## src/rtl/cba_pkg.sv

```systemverilog
// Shared constants and types for the contiguous block allocator.
// No dependencies; compiled first.
`default_nettype none

package cba_pkg;

  // Storage sizes
  localparam int unsigned MaxBlocks  = 1024;
  localparam int unsigned DirEntries = 16;

  // Derived widths
  localparam int unsigned BlkIdxW = $clog2(MaxBlocks);   // index into the used map
  localparam int unsigned BlkCntW = BlkIdxW + 1;         // counts up to MaxBlocks
  localparam int unsigned SlotIdxW = (DirEntries > 1) ? $clog2(DirEntries) : 1;

  // Fixed field widths
  localparam int unsigned KeyW      = 16;
  localparam int unsigned CountW    = 11;
  localparam int unsigned StatusW   = 2;
  localparam int unsigned SlotW     = 4;
  localparam int unsigned StartW    = 10;
  localparam int unsigned LengthW   = 11;
  localparam int unsigned CfgW      = 11;
  localparam int unsigned CfgIdxW   = 1;

  // Configuration register indexes
  localparam logic [CfgIdxW-1:0] CfgTotalBlocks   = 1'd0;
  localparam logic [CfgIdxW-1:0] CfgFirstDataBlk  = 1'd1;

  // Reset values of the configuration registers
  localparam logic [CfgW-1:0] TotalBlocksRst = CfgW'(1024);
  localparam logic [CfgW-1:0] FirstDataRst   = CfgW'(8);

  // Result status codes
  typedef enum logic [StatusW-1:0] {
    StOk       = 2'd0,
    StDirFull  = 2'd1,
    StNoSpace  = 2'd2
  } status_e;

endpackage

`default_nettype wire

```

## src/rtl/cba_req_if.sv

```systemverilog
// Request channel of the block allocator: file key and run length.
// Depends on cba_pkg.
`default_nettype none

interface cba_req_if;
  logic                           valid;
  logic                           ready;
  logic [cba_pkg::KeyW-1:0]       file_key;
  logic [cba_pkg::CountW-1:0]     block_count;

  modport source (output valid, output file_key, output block_count, input ready);
  modport sink   (input valid, input file_key, input block_count, output ready);
endinterface

`default_nettype wire

```

## src/rtl/cba_rsp_if.sv

```systemverilog
// Response channel of the block allocator: status, slot and start block.
// Depends on cba_pkg.
`default_nettype none

interface cba_rsp_if;
  logic                           valid;
  logic                           ready;
  logic [cba_pkg::StatusW-1:0]    status;
  logic [cba_pkg::SlotW-1:0]      slot;
  logic [cba_pkg::StartW-1:0]     start_block;

  modport source (output valid, output status, output slot, output start_block,
                  input ready);
  modport sink   (input valid, input status, input slot, input start_block,
                  output ready);
endinterface

`default_nettype wire

```

## src/rtl/contiguous_block_allocator.sv

```systemverilog
// Contiguous first-fit block allocator. Each request word scans a one-bit-per-block
// used map upward from first_data_block, one block a cycle through a single registered
// read port, and stops at the end of the first run of block_count free blocks, or at
// the usable limit with no-space status. A zero block_count, or a first_data_block at
// or past the limit, skips the scan. A found run then claims the lowest free directory
// slot and is marked used, one block a cycle; with no free slot the result is dir-full.
// After reset the map is cleared in a pass during which no request is taken. The next
// request is taken once the current one has finished, even while its response word
// still waits in the output register.
// Depends on cba_pkg, cba_req_if and cba_rsp_if.
`default_nettype none

module contiguous_block_allocator (
  input  wire                           clk_i,
  input  wire                           rst_ni,
  input  wire                           cfg_we_i,
  input  wire [cba_pkg::CfgIdxW-1:0]    cfg_idx_i,
  input  wire [cba_pkg::CfgW-1:0]       cfg_data_i,
  cba_req_if.sink                       req_i,
  cba_rsp_if.source                     rsp_o
);
  import cba_pkg::*;

  typedef enum logic [2:0] {
    SClear,
    SIdle,
    SScan,
    SSlot,
    SMark,
    SResp
  } state_e;

  state_e                state_q;

  // Configuration
  logic [CfgW-1:0]       total_q;
  logic [CfgW-1:0]       first_q;
  logic [CfgW-1:0]       limit;

  // Request and scan registers
  logic [KeyW-1:0]       key_q;
  logic [BlkCntW-1:0]    cnt_q;
  logic [BlkCntW-1:0]    run_q;
  logic [BlkCntW-1:0]    iss_q;       // block whose read is being issued
  logic [BlkCntW-1:0]    chk_q;       // block whose data is in map_rd_q
  logic                  prim_q;
  logic [BlkIdxW-1:0]    start_q;
  logic [BlkIdxW-1:0]    mark_q;
  logic [BlkCntW-1:0]    left_q;
  logic [BlkIdxW-1:0]    clr_q;

  // Result waiting for the output register
  status_e               res_status_q;
  logic [SlotW-1:0]      res_slot_q;
  logic [StartW-1:0]     res_start_q;

  // Output register
  logic                  rsp_vld_q;
  logic [StatusW-1:0]    rsp_status_q;
  logic [SlotW-1:0]      rsp_slot_q;
  logic [StartW-1:0]     rsp_start_q;

  // Directory
  logic [DirEntries-1:0] slot_taken_q;
  logic [KeyW-1:0]       dir_key_q    [DirEntries];
  logic [StartW-1:0]     dir_start_q  [DirEntries];
  logic [LengthW-1:0]    dir_length_q [DirEntries];

  // Used map memory
  logic                  used_map_q [MaxBlocks];
  logic                  map_rd_q;
  logic                  map_we;
  logic [BlkIdxW-1:0]    map_waddr;

  logic                  free_found;
  logic [SlotIdxW-1:0]   free_idx;
  logic                  req_acc;
  logic [BlkCntW-1:0]    run_inc;

  // Usable block count, clipped to the map size
  assign limit = (total_q > CfgW'(MaxBlocks)) ? CfgW'(MaxBlocks) : total_q;

  assign req_acc = req_i.valid && req_i.ready;
  assign req_i.ready = (state_q == SIdle);
  assign run_inc = run_q + BlkCntW'(1);

  // Lowest free directory slot
  always_comb begin
    free_found = 1'b0;
    free_idx   = '0;
    for (int i = DirEntries - 1; i >= 0; i--) begin
      if (!slot_taken_q[i]) begin
        free_found = 1'b1;
        free_idx   = SlotIdxW'(i);
      end
    end
  end

  // Map write port: clearing pass writes zeros, marking writes ones
  assign map_we    = (state_q == SClear) || (state_q == SMark);
  assign map_waddr = (state_q == SClear) ? clr_q : mark_q;

  // Used map and directory storage
  always_ff @(posedge clk_i) begin
    map_rd_q <= used_map_q[iss_q[BlkIdxW-1:0]];
    if (map_we) begin
      used_map_q[map_waddr] <= (state_q == SMark);
    end
    if ((state_q == SSlot) && free_found) begin
      dir_key_q[free_idx]    <= key_q;
      dir_start_q[free_idx]  <= StartW'(start_q);
      dir_length_q[free_idx] <= LengthW'(cnt_q);
    end
  end

  // Sequencer and registered outputs
  always_ff @(posedge clk_i or negedge rst_ni) begin
    if (!rst_ni) begin
      state_q      <= SClear;
      total_q      <= TotalBlocksRst;
      first_q      <= FirstDataRst;
      slot_taken_q <= '0;
      clr_q        <= '0;
      rsp_vld_q    <= 1'b0;
      prim_q       <= 1'b0;
      key_q        <= '0;
      cnt_q        <= '0;
      run_q        <= '0;
      iss_q        <= '0;
      chk_q        <= '0;
      start_q      <= '0;
      mark_q       <= '0;
      left_q       <= '0;
      res_status_q <= StNoSpace;
      res_slot_q   <= '0;
      res_start_q  <= '0;
      rsp_status_q <= '0;
      rsp_slot_q   <= '0;
      rsp_start_q  <= '0;
    end else begin
      // Configuration writes
      if (cfg_we_i) begin
        case (cfg_idx_i)
          CfgTotalBlocks:  total_q <= cfg_data_i;
          CfgFirstDataBlk: first_q <= cfg_data_i;
          default: ;
        endcase
      end

      // Output word taken
      if (rsp_o.ready) begin
        rsp_vld_q <= 1'b0;
      end

      case (state_q)
        SClear: begin
          clr_q <= clr_q + BlkIdxW'(1);
          if (clr_q == BlkIdxW'(MaxBlocks - 1)) begin
            state_q <= SIdle;
          end
        end

        SIdle: begin
          if (req_acc) begin
            key_q        <= req_i.file_key;
            cnt_q        <= BlkCntW'(req_i.block_count);
            run_q        <= '0;
            iss_q        <= BlkCntW'(first_q);
            chk_q        <= BlkCntW'(first_q);
            prim_q       <= 1'b0;
            res_status_q <= StNoSpace;
            res_slot_q   <= '0;
            res_start_q  <= '0;
            if ((req_i.block_count == '0) || (first_q >= limit)) begin
              state_q <= SResp;
            end else begin
              state_q <= SScan;
            end
          end
        end

        SScan: begin
          if (!prim_q) begin
            // first read in flight
            prim_q <= 1'b1;
            iss_q  <= iss_q + BlkCntW'(1);
          end else if (CfgW'(chk_q) >= limit) begin
            state_q <= SResp;
          end else begin
            iss_q <= iss_q + BlkCntW'(1);
            chk_q <= chk_q + BlkCntW'(1);
            if (map_rd_q) begin
              run_q <= '0;
            end else if (run_inc == cnt_q) begin
              start_q <= BlkIdxW'(chk_q + BlkCntW'(1) - cnt_q);
              state_q <= SSlot;
            end else begin
              run_q <= run_inc;
            end
          end
        end

        SSlot: begin
          if (free_found) begin
            slot_taken_q[free_idx] <= 1'b1;
            res_status_q <= StOk;
            res_slot_q   <= SlotW'(free_idx);
            res_start_q  <= StartW'(start_q);
            mark_q       <= start_q;
            left_q       <= cnt_q;
            state_q      <= SMark;
          end else begin
            res_status_q <= StDirFull;
            state_q      <= SResp;
          end
        end

        SMark: begin
          mark_q <= mark_q + BlkIdxW'(1);
          left_q <= left_q - BlkCntW'(1);
          if (left_q == BlkCntW'(1)) begin
            state_q <= SResp;
          end
        end

        SResp: begin
          // load the output register once it is free
          if (!rsp_vld_q || rsp_o.ready) begin
            rsp_vld_q    <= 1'b1;
            rsp_status_q <= res_status_q;
            rsp_slot_q   <= res_slot_q;
            rsp_start_q  <= res_start_q;
            state_q      <= SIdle;
          end
        end

        default: state_q <= SIdle;
      endcase
    end
  end

  assign rsp_o.valid       = rsp_vld_q;
  assign rsp_o.status      = rsp_status_q;
  assign rsp_o.slot        = rsp_slot_q;
  assign rsp_o.start_block = rsp_start_q;

  // A run being counted never reaches the requested length while scanning
  a_run_below_len: assert property (@(posedge clk_i) disable iff (!rst_ni)
    (state_q == SScan) |-> (run_q < cnt_q))
    else $error("scan run counter reached request length");

  // A failed request reports neither slot nor start block
  a_fail_zero: assert property (@(posedge clk_i) disable iff (!rst_ni)
    (rsp_vld_q && (rsp_status_q != StOk)) |-> ((rsp_slot_q == '0) && (rsp_start_q == '0)))
    else $error("failed response carries slot or start block");

  // A claimed slot is only ever taken from a free one, and only with a successful result
  a_slot_claim: assert property (@(posedge clk_i) disable iff (!rst_ni)
    ((state_q == SSlot) && free_found) |=> ((state_q == SMark) && (res_status_q == StOk)
      && slot_taken_q[res_slot_q[SlotIdxW-1:0]]))
    else $error("slot claim did not lead to marking");

  // Marking never runs past the end of the map
  a_mark_range: assert property (@(posedge clk_i) disable iff (!rst_ni)
    (state_q == SMark) |-> ((BlkCntW'(mark_q) + left_q) <= BlkCntW'(MaxBlocks)))
    else $error("marking runs past the used map");

endmodule

`default_nettype wire
```

## src/flat_wrapper.sv

```systemverilog
// flat-port wrapper written by rule: the top's interface ports become plain ports
module contiguous_block_allocator_flat import cba_pkg::*;
  (clk_i, rst_ni, cfg_we_i, cfg_idx_i, cfg_data_i, req_i_valid, req_i_file_key, req_i_block_count, req_i_ready, rsp_o_valid, rsp_o_status, rsp_o_slot, rsp_o_start_block, rsp_o_ready);
  cba_req_if req_i_i ();
  cba_rsp_if rsp_o_i ();
  input  wire clk_i;
  input  wire rst_ni;
  input  wire cfg_we_i;
  input  wire [cba_pkg::CfgIdxW-1:0] cfg_idx_i;
  input  wire [cba_pkg::CfgW-1:0] cfg_data_i;
  input wire logic [$bits(req_i_i.valid)-1:0] req_i_valid;
  input wire logic [$bits(req_i_i.file_key)-1:0] req_i_file_key;
  input wire logic [$bits(req_i_i.block_count)-1:0] req_i_block_count;
  output wire logic [$bits(req_i_i.ready)-1:0] req_i_ready;
  output wire logic [$bits(rsp_o_i.valid)-1:0] rsp_o_valid;
  output wire logic [$bits(rsp_o_i.status)-1:0] rsp_o_status;
  output wire logic [$bits(rsp_o_i.slot)-1:0] rsp_o_slot;
  output wire logic [$bits(rsp_o_i.start_block)-1:0] rsp_o_start_block;
  input wire logic [$bits(rsp_o_i.ready)-1:0] rsp_o_ready;
  assign req_i_i.valid = req_i_valid;
  assign req_i_i.file_key = req_i_file_key;
  assign req_i_i.block_count = req_i_block_count;
  assign req_i_ready = req_i_i.ready;
  assign rsp_o_valid = rsp_o_i.valid;
  assign rsp_o_status = rsp_o_i.status;
  assign rsp_o_slot = rsp_o_i.slot;
  assign rsp_o_start_block = rsp_o_i.start_block;
  assign rsp_o_i.ready = rsp_o_ready;
  contiguous_block_allocator u_core (.clk_i(clk_i), .rst_ni(rst_ni), .cfg_we_i(cfg_we_i), .cfg_idx_i(cfg_idx_i), .cfg_data_i(cfg_data_i), .req_i(req_i_i), .rsp_o(rsp_o_i));
endmodule
```

## config.mk

```make
export PLATFORM = sky130hd
export DESIGN_NAME = contiguous_block_allocator_flat
export DESIGN_NICKNAME = d
export VERILOG_FILES = /design/src/rtl/cba_pkg.sv /design/src/rtl/cba_req_if.sv /design/src/rtl/cba_rsp_if.sv /design/src/rtl/contiguous_block_allocator.sv /design/src/flat_wrapper.sv
export SDC_FILE = /design/constraint.sdc
export NUM_CORES = 2
export LEC_CHECK = 0
export BUFFER_PORTS_ARGS = -buffer_cell sky130_fd_sc_hd__clkbuf_2
export CORE_UTILIZATION = 55
export CTS_CLUSTER_DIAMETER = 30
export DETAILED_ROUTE_END_ITERATION = 10
export HOLD_SLACK_MARGIN = 0.05
export PLACE_DENSITY_LB_ADDON = 0.12
export SYNTH_ARGS = -nofsm -noshare
export SYNTH_HDL_FRONTEND = slang
export SYNTH_SLANG_ARGS = --single-unit
```

## constraint.sdc

```tcl
create_clock -name clk_i -period 19.2 [get_ports clk_i]
set_clock_uncertainty 0.2 [all_clocks]
set_input_delay 1.92 -clock clk_i [delete_from_list [all_inputs] [get_ports clk_i]]
set_output_delay 1.92 -clock clk_i [all_outputs]
set_load 0.02 [all_outputs]
```

==> results.toml <==
[critical_path]
cp.required_ns = 19.44
r2r_slack_ns = 13.58
critPathKind = "reg2reg"
crit_end = "u_core.used_map_q[310]$_DFFE_PP_"
crit_path_start_kind = "flop"
path_max_fanout = 205
rr_worst_depth = 6
critPathLaunch = "u_core.state_q[1]$_DFFE_PN0P_"
timing.rr.end = "u_core.used_map_q[310]$_DFFE_PP_"
r2r-start = "u_core.state_q[1]$_DFFE_PN0P_"
cp.arrival_ns = 5.86
endpoint_kind = "flop"

[hold_path]
min_path_type = "reg2reg"

[synth]
yosysWarnings = 0
syn-num-nets = 4066
synthDistinctLibCells = 80
syn_area_per_cell_um2 = 13.3
synth_seq_cells = 1184
synth_area_um2 = 52800
synthFlopType = "edfxtp_1"
synth_edf_count = 1024
seq_area_frac_synth = 0.658
syn_inst = 3983
async_flop_share = 0.134

[cts]
cts_tree = "done"
cts.clk_slew.worst_paths_ns = 0.04
clk_path_buf_depth = 3
htreeDepth = 4
holdBufCountCts = 0
cts_made_buffers = 229
post_cts_buffers = 0
postCtsResizedCells = 0
worstSkewPairLatency_ns = 0.79
cts_num_sinks = 1184
cts-root-buf = "clkbuf_16"

[floorplan]
dieHeight_um = 312
die_area_um2 = 97300
die_w_um = 312
rows = 113
core_um2 = 95000
pin_count = 62
initial_core_util = 0.556

[timing]
hold_ws_ns = 0.275
final_max_slew_viol_count = 0
max_slew_margin = 0.167
min_period_ns = 5.62
rsz0062_at_grt = "false"
fin_tns_setup_ns = 0
timing.final.crit_share = 0.292
tightest_slew_ns = 1.25
setup_violations = 0
clock.fmax_ghz = 0.178
finalHoldViolCount = 0

[power_and_ir_drop]
leakage_nw = 20.7
powerDensity_nw_per_um2 = 157
ir_drop_v = 0.000120
power_mw = 9.76

[route]
ant_nets = 0
wirelength_um = 144000
drtIter0Drc = 4120
drt-wirelength-per-cell_um = 26.4
drc = 0
drt-pass1-iter-count = 8
via_per_inst = 6.21
vias = 33905

[placed_design]
placed_cells = 5029
routabilityCongestion = 0.821
port_buffers = 45
place_hpwl_um = 77700

[grt]
use_met3 = 0.0551
grt_pass1_wl_um = 214000
busiest_layer = "met2"
grtUsageTotal = 0.299
grt_start_max_net_pins = 206
overflow = 0
met2_usage = 0.469
grt_pass1_vias = 33281
met1_usage = 0.419
antenna_found_initial = 2

[outcome]
status = "complete, no violations"

[layout]
fin_nets = 4078
drive_gt1_frac = 0.196
utilization = 0.652
syn2layout_area_growth_pct = 17.3
fin_cells = 5460
diodes = 0

[job]
maxCapViolCount = 0
[worst max-delay path: stages, from the launching register on]
cell and delay [ns]:
dfrtp_1 0.47, nor2_1 0.16, nand2_1 0.45, inv_8 0.80, buf_4 0.92, buf_4 0.92, buf_4 0.91
[final cells by class]
type                       count  area (um2)
clock buffer                 267        6010
clock inverter               164        2000
multi-input combinational   2432       16700
timing repair buffer         113         779
sequential                  1184       34800
fill                        6979       33000
inverter                      35         139
tap                         1265        1580
[how the worst min path moves through the flow]
| stage | start | end | cells past startpoint |
|---|---|---|---|
| floorplan | u_core.res_start_q[3]$_DFFE_PN0P_ | u_core.res_start_q[3]$_DFFE_PN0P_ | 2 |
| global placement | u_core.res_slot_q[1]$_DFFE_PN0P_ | u_core.res_slot_q[1]$_DFFE_PN0P_ | 1 |
| detailed placement | u_core.res_slot_q[1]$_DFFE_PN0P_ | u_core.res_slot_q[1]$_DFFE_PN0P_ | 1 |
| CTS | u_core.res_slot_q[1]$_DFFE_PN0P_ | u_core.res_slot_q[1]$_DFFE_PN0P_ | 1 |
| global route | u_core.res_slot_q[2]$_DFFE_PN0P_ | u_core.res_slot_q[2]$_DFFE_PN0P_ | 1 |
| finish | u_core.res_start_q[0]$_DFFE_PN0P_ | u_core.res_start_q[0]$_DFFE_PN0P_ | 2 |
[where the power goes]
part	internal, mW	leakage (nW)	total (mW)	switching [mW]
Sequential	3.05	11.5	3.22	0.171
Combinational	0.862	5.35	2.46	1.60
Clock	2.72	3.86	4.07	1.35
Total	6.64	20.7	9.76	3.12
[state kept, by name (all words and copies together), names as in the netlist, 11 cells and up]
register,cells
u_core.cnt_q,11
u_core.total_q,11
u_core.first_q,11
u_core.left_q,11
u_core.chk_q,11
u_core.run_q,11
u_core.used_map_q,1024
u_core.slot_taken_q,16
[logic make-up after synthesis]
| logic type | count (synthesis) | synth area share |
|---|---|---|
| xor gates and xnor gates | 42 | 0.00696 |
| AOI/OAI and AO/OA | 416 | 0.0539 |
| DFF | 1184 | 0.658 |
| and+or+nand+nor | 1542 | 0.119 |
| muxes | 393 | 0.125 |
| adders and majority gates | 39 | 0.00938 |
| buffers and inverters | 367 | 0.0282 |
[per-layer routing]
layer,part of all wire,vias to the layer above
li1,-,14714
met1,0.40,17360
met2,0.47,1552
met3,0.090,277
met4,0.033,2
met5,0.000090,-
[synth_stat cells (49+ instances only)]
master | count | share of area
dfrtp_1 | 156 | 0.074
a22oi_1 | 58 | 0.0082
nand3_1 | 49 | 0.0046
edfxtp_1 | 1024 | 0.58
o21ai_0 | 85 | 0.0081
nand2_1 | 214 | 0.015
a21oi_1 | 62 | 0.0059
mux4_2 | 209 | 0.089
nor2_1 | 1129 | 0.080
buf_1 | 73 | 0.0052
clkbuf_1 | 215 | 0.015
mux2i_1 | 130 | 0.025
mux2_2 | 53 | 0.011
[metrics by stage]
step	setup slack [ns]	cell area, um2
3_5_place_dp	13.81	54000
5_1_grt	13.21	62000
4_1_cts	13.78	62000
2_1_floorplan	9.05	52800
6_report	13.58	62000
3_3_place_gp	13.92	54000
[cells in the final DEF (no fill, tap or decap), types with 22 or more instances in the layout]
master / netlist / layout
a21oi_1: 62 / 62
a221oi_1: 22 / 22
a22oi_1: 58 / 58
a31oi_1: 25 / 25
buf_4: 20 / 65
bufinv_16: 0 / 37
clkbuf_1: 215 / 27
clkbuf_16: 0 / 231
clkbuf_2: 0 / 44
clkinv_1: 0 / 32
clkinv_2: 0 / 41
dfrtp_1: 156 / 151
edfxtp_1: 1024 / 1024
ha_1: 38 / 38
inv_1: 35 / 34
mux2_2: 53 / 53
mux2i_1: 130 / 130
mux4_2: 209 / 209
nand2_1: 214 / 182
nand2_2: 0 / 30
nand3_1: 49 / 49
nor2_1: 1129 / 1127
nor3_1: 25 / 25
o21ai_0: 85 / 85
Power figures use the tool's default switching activity.
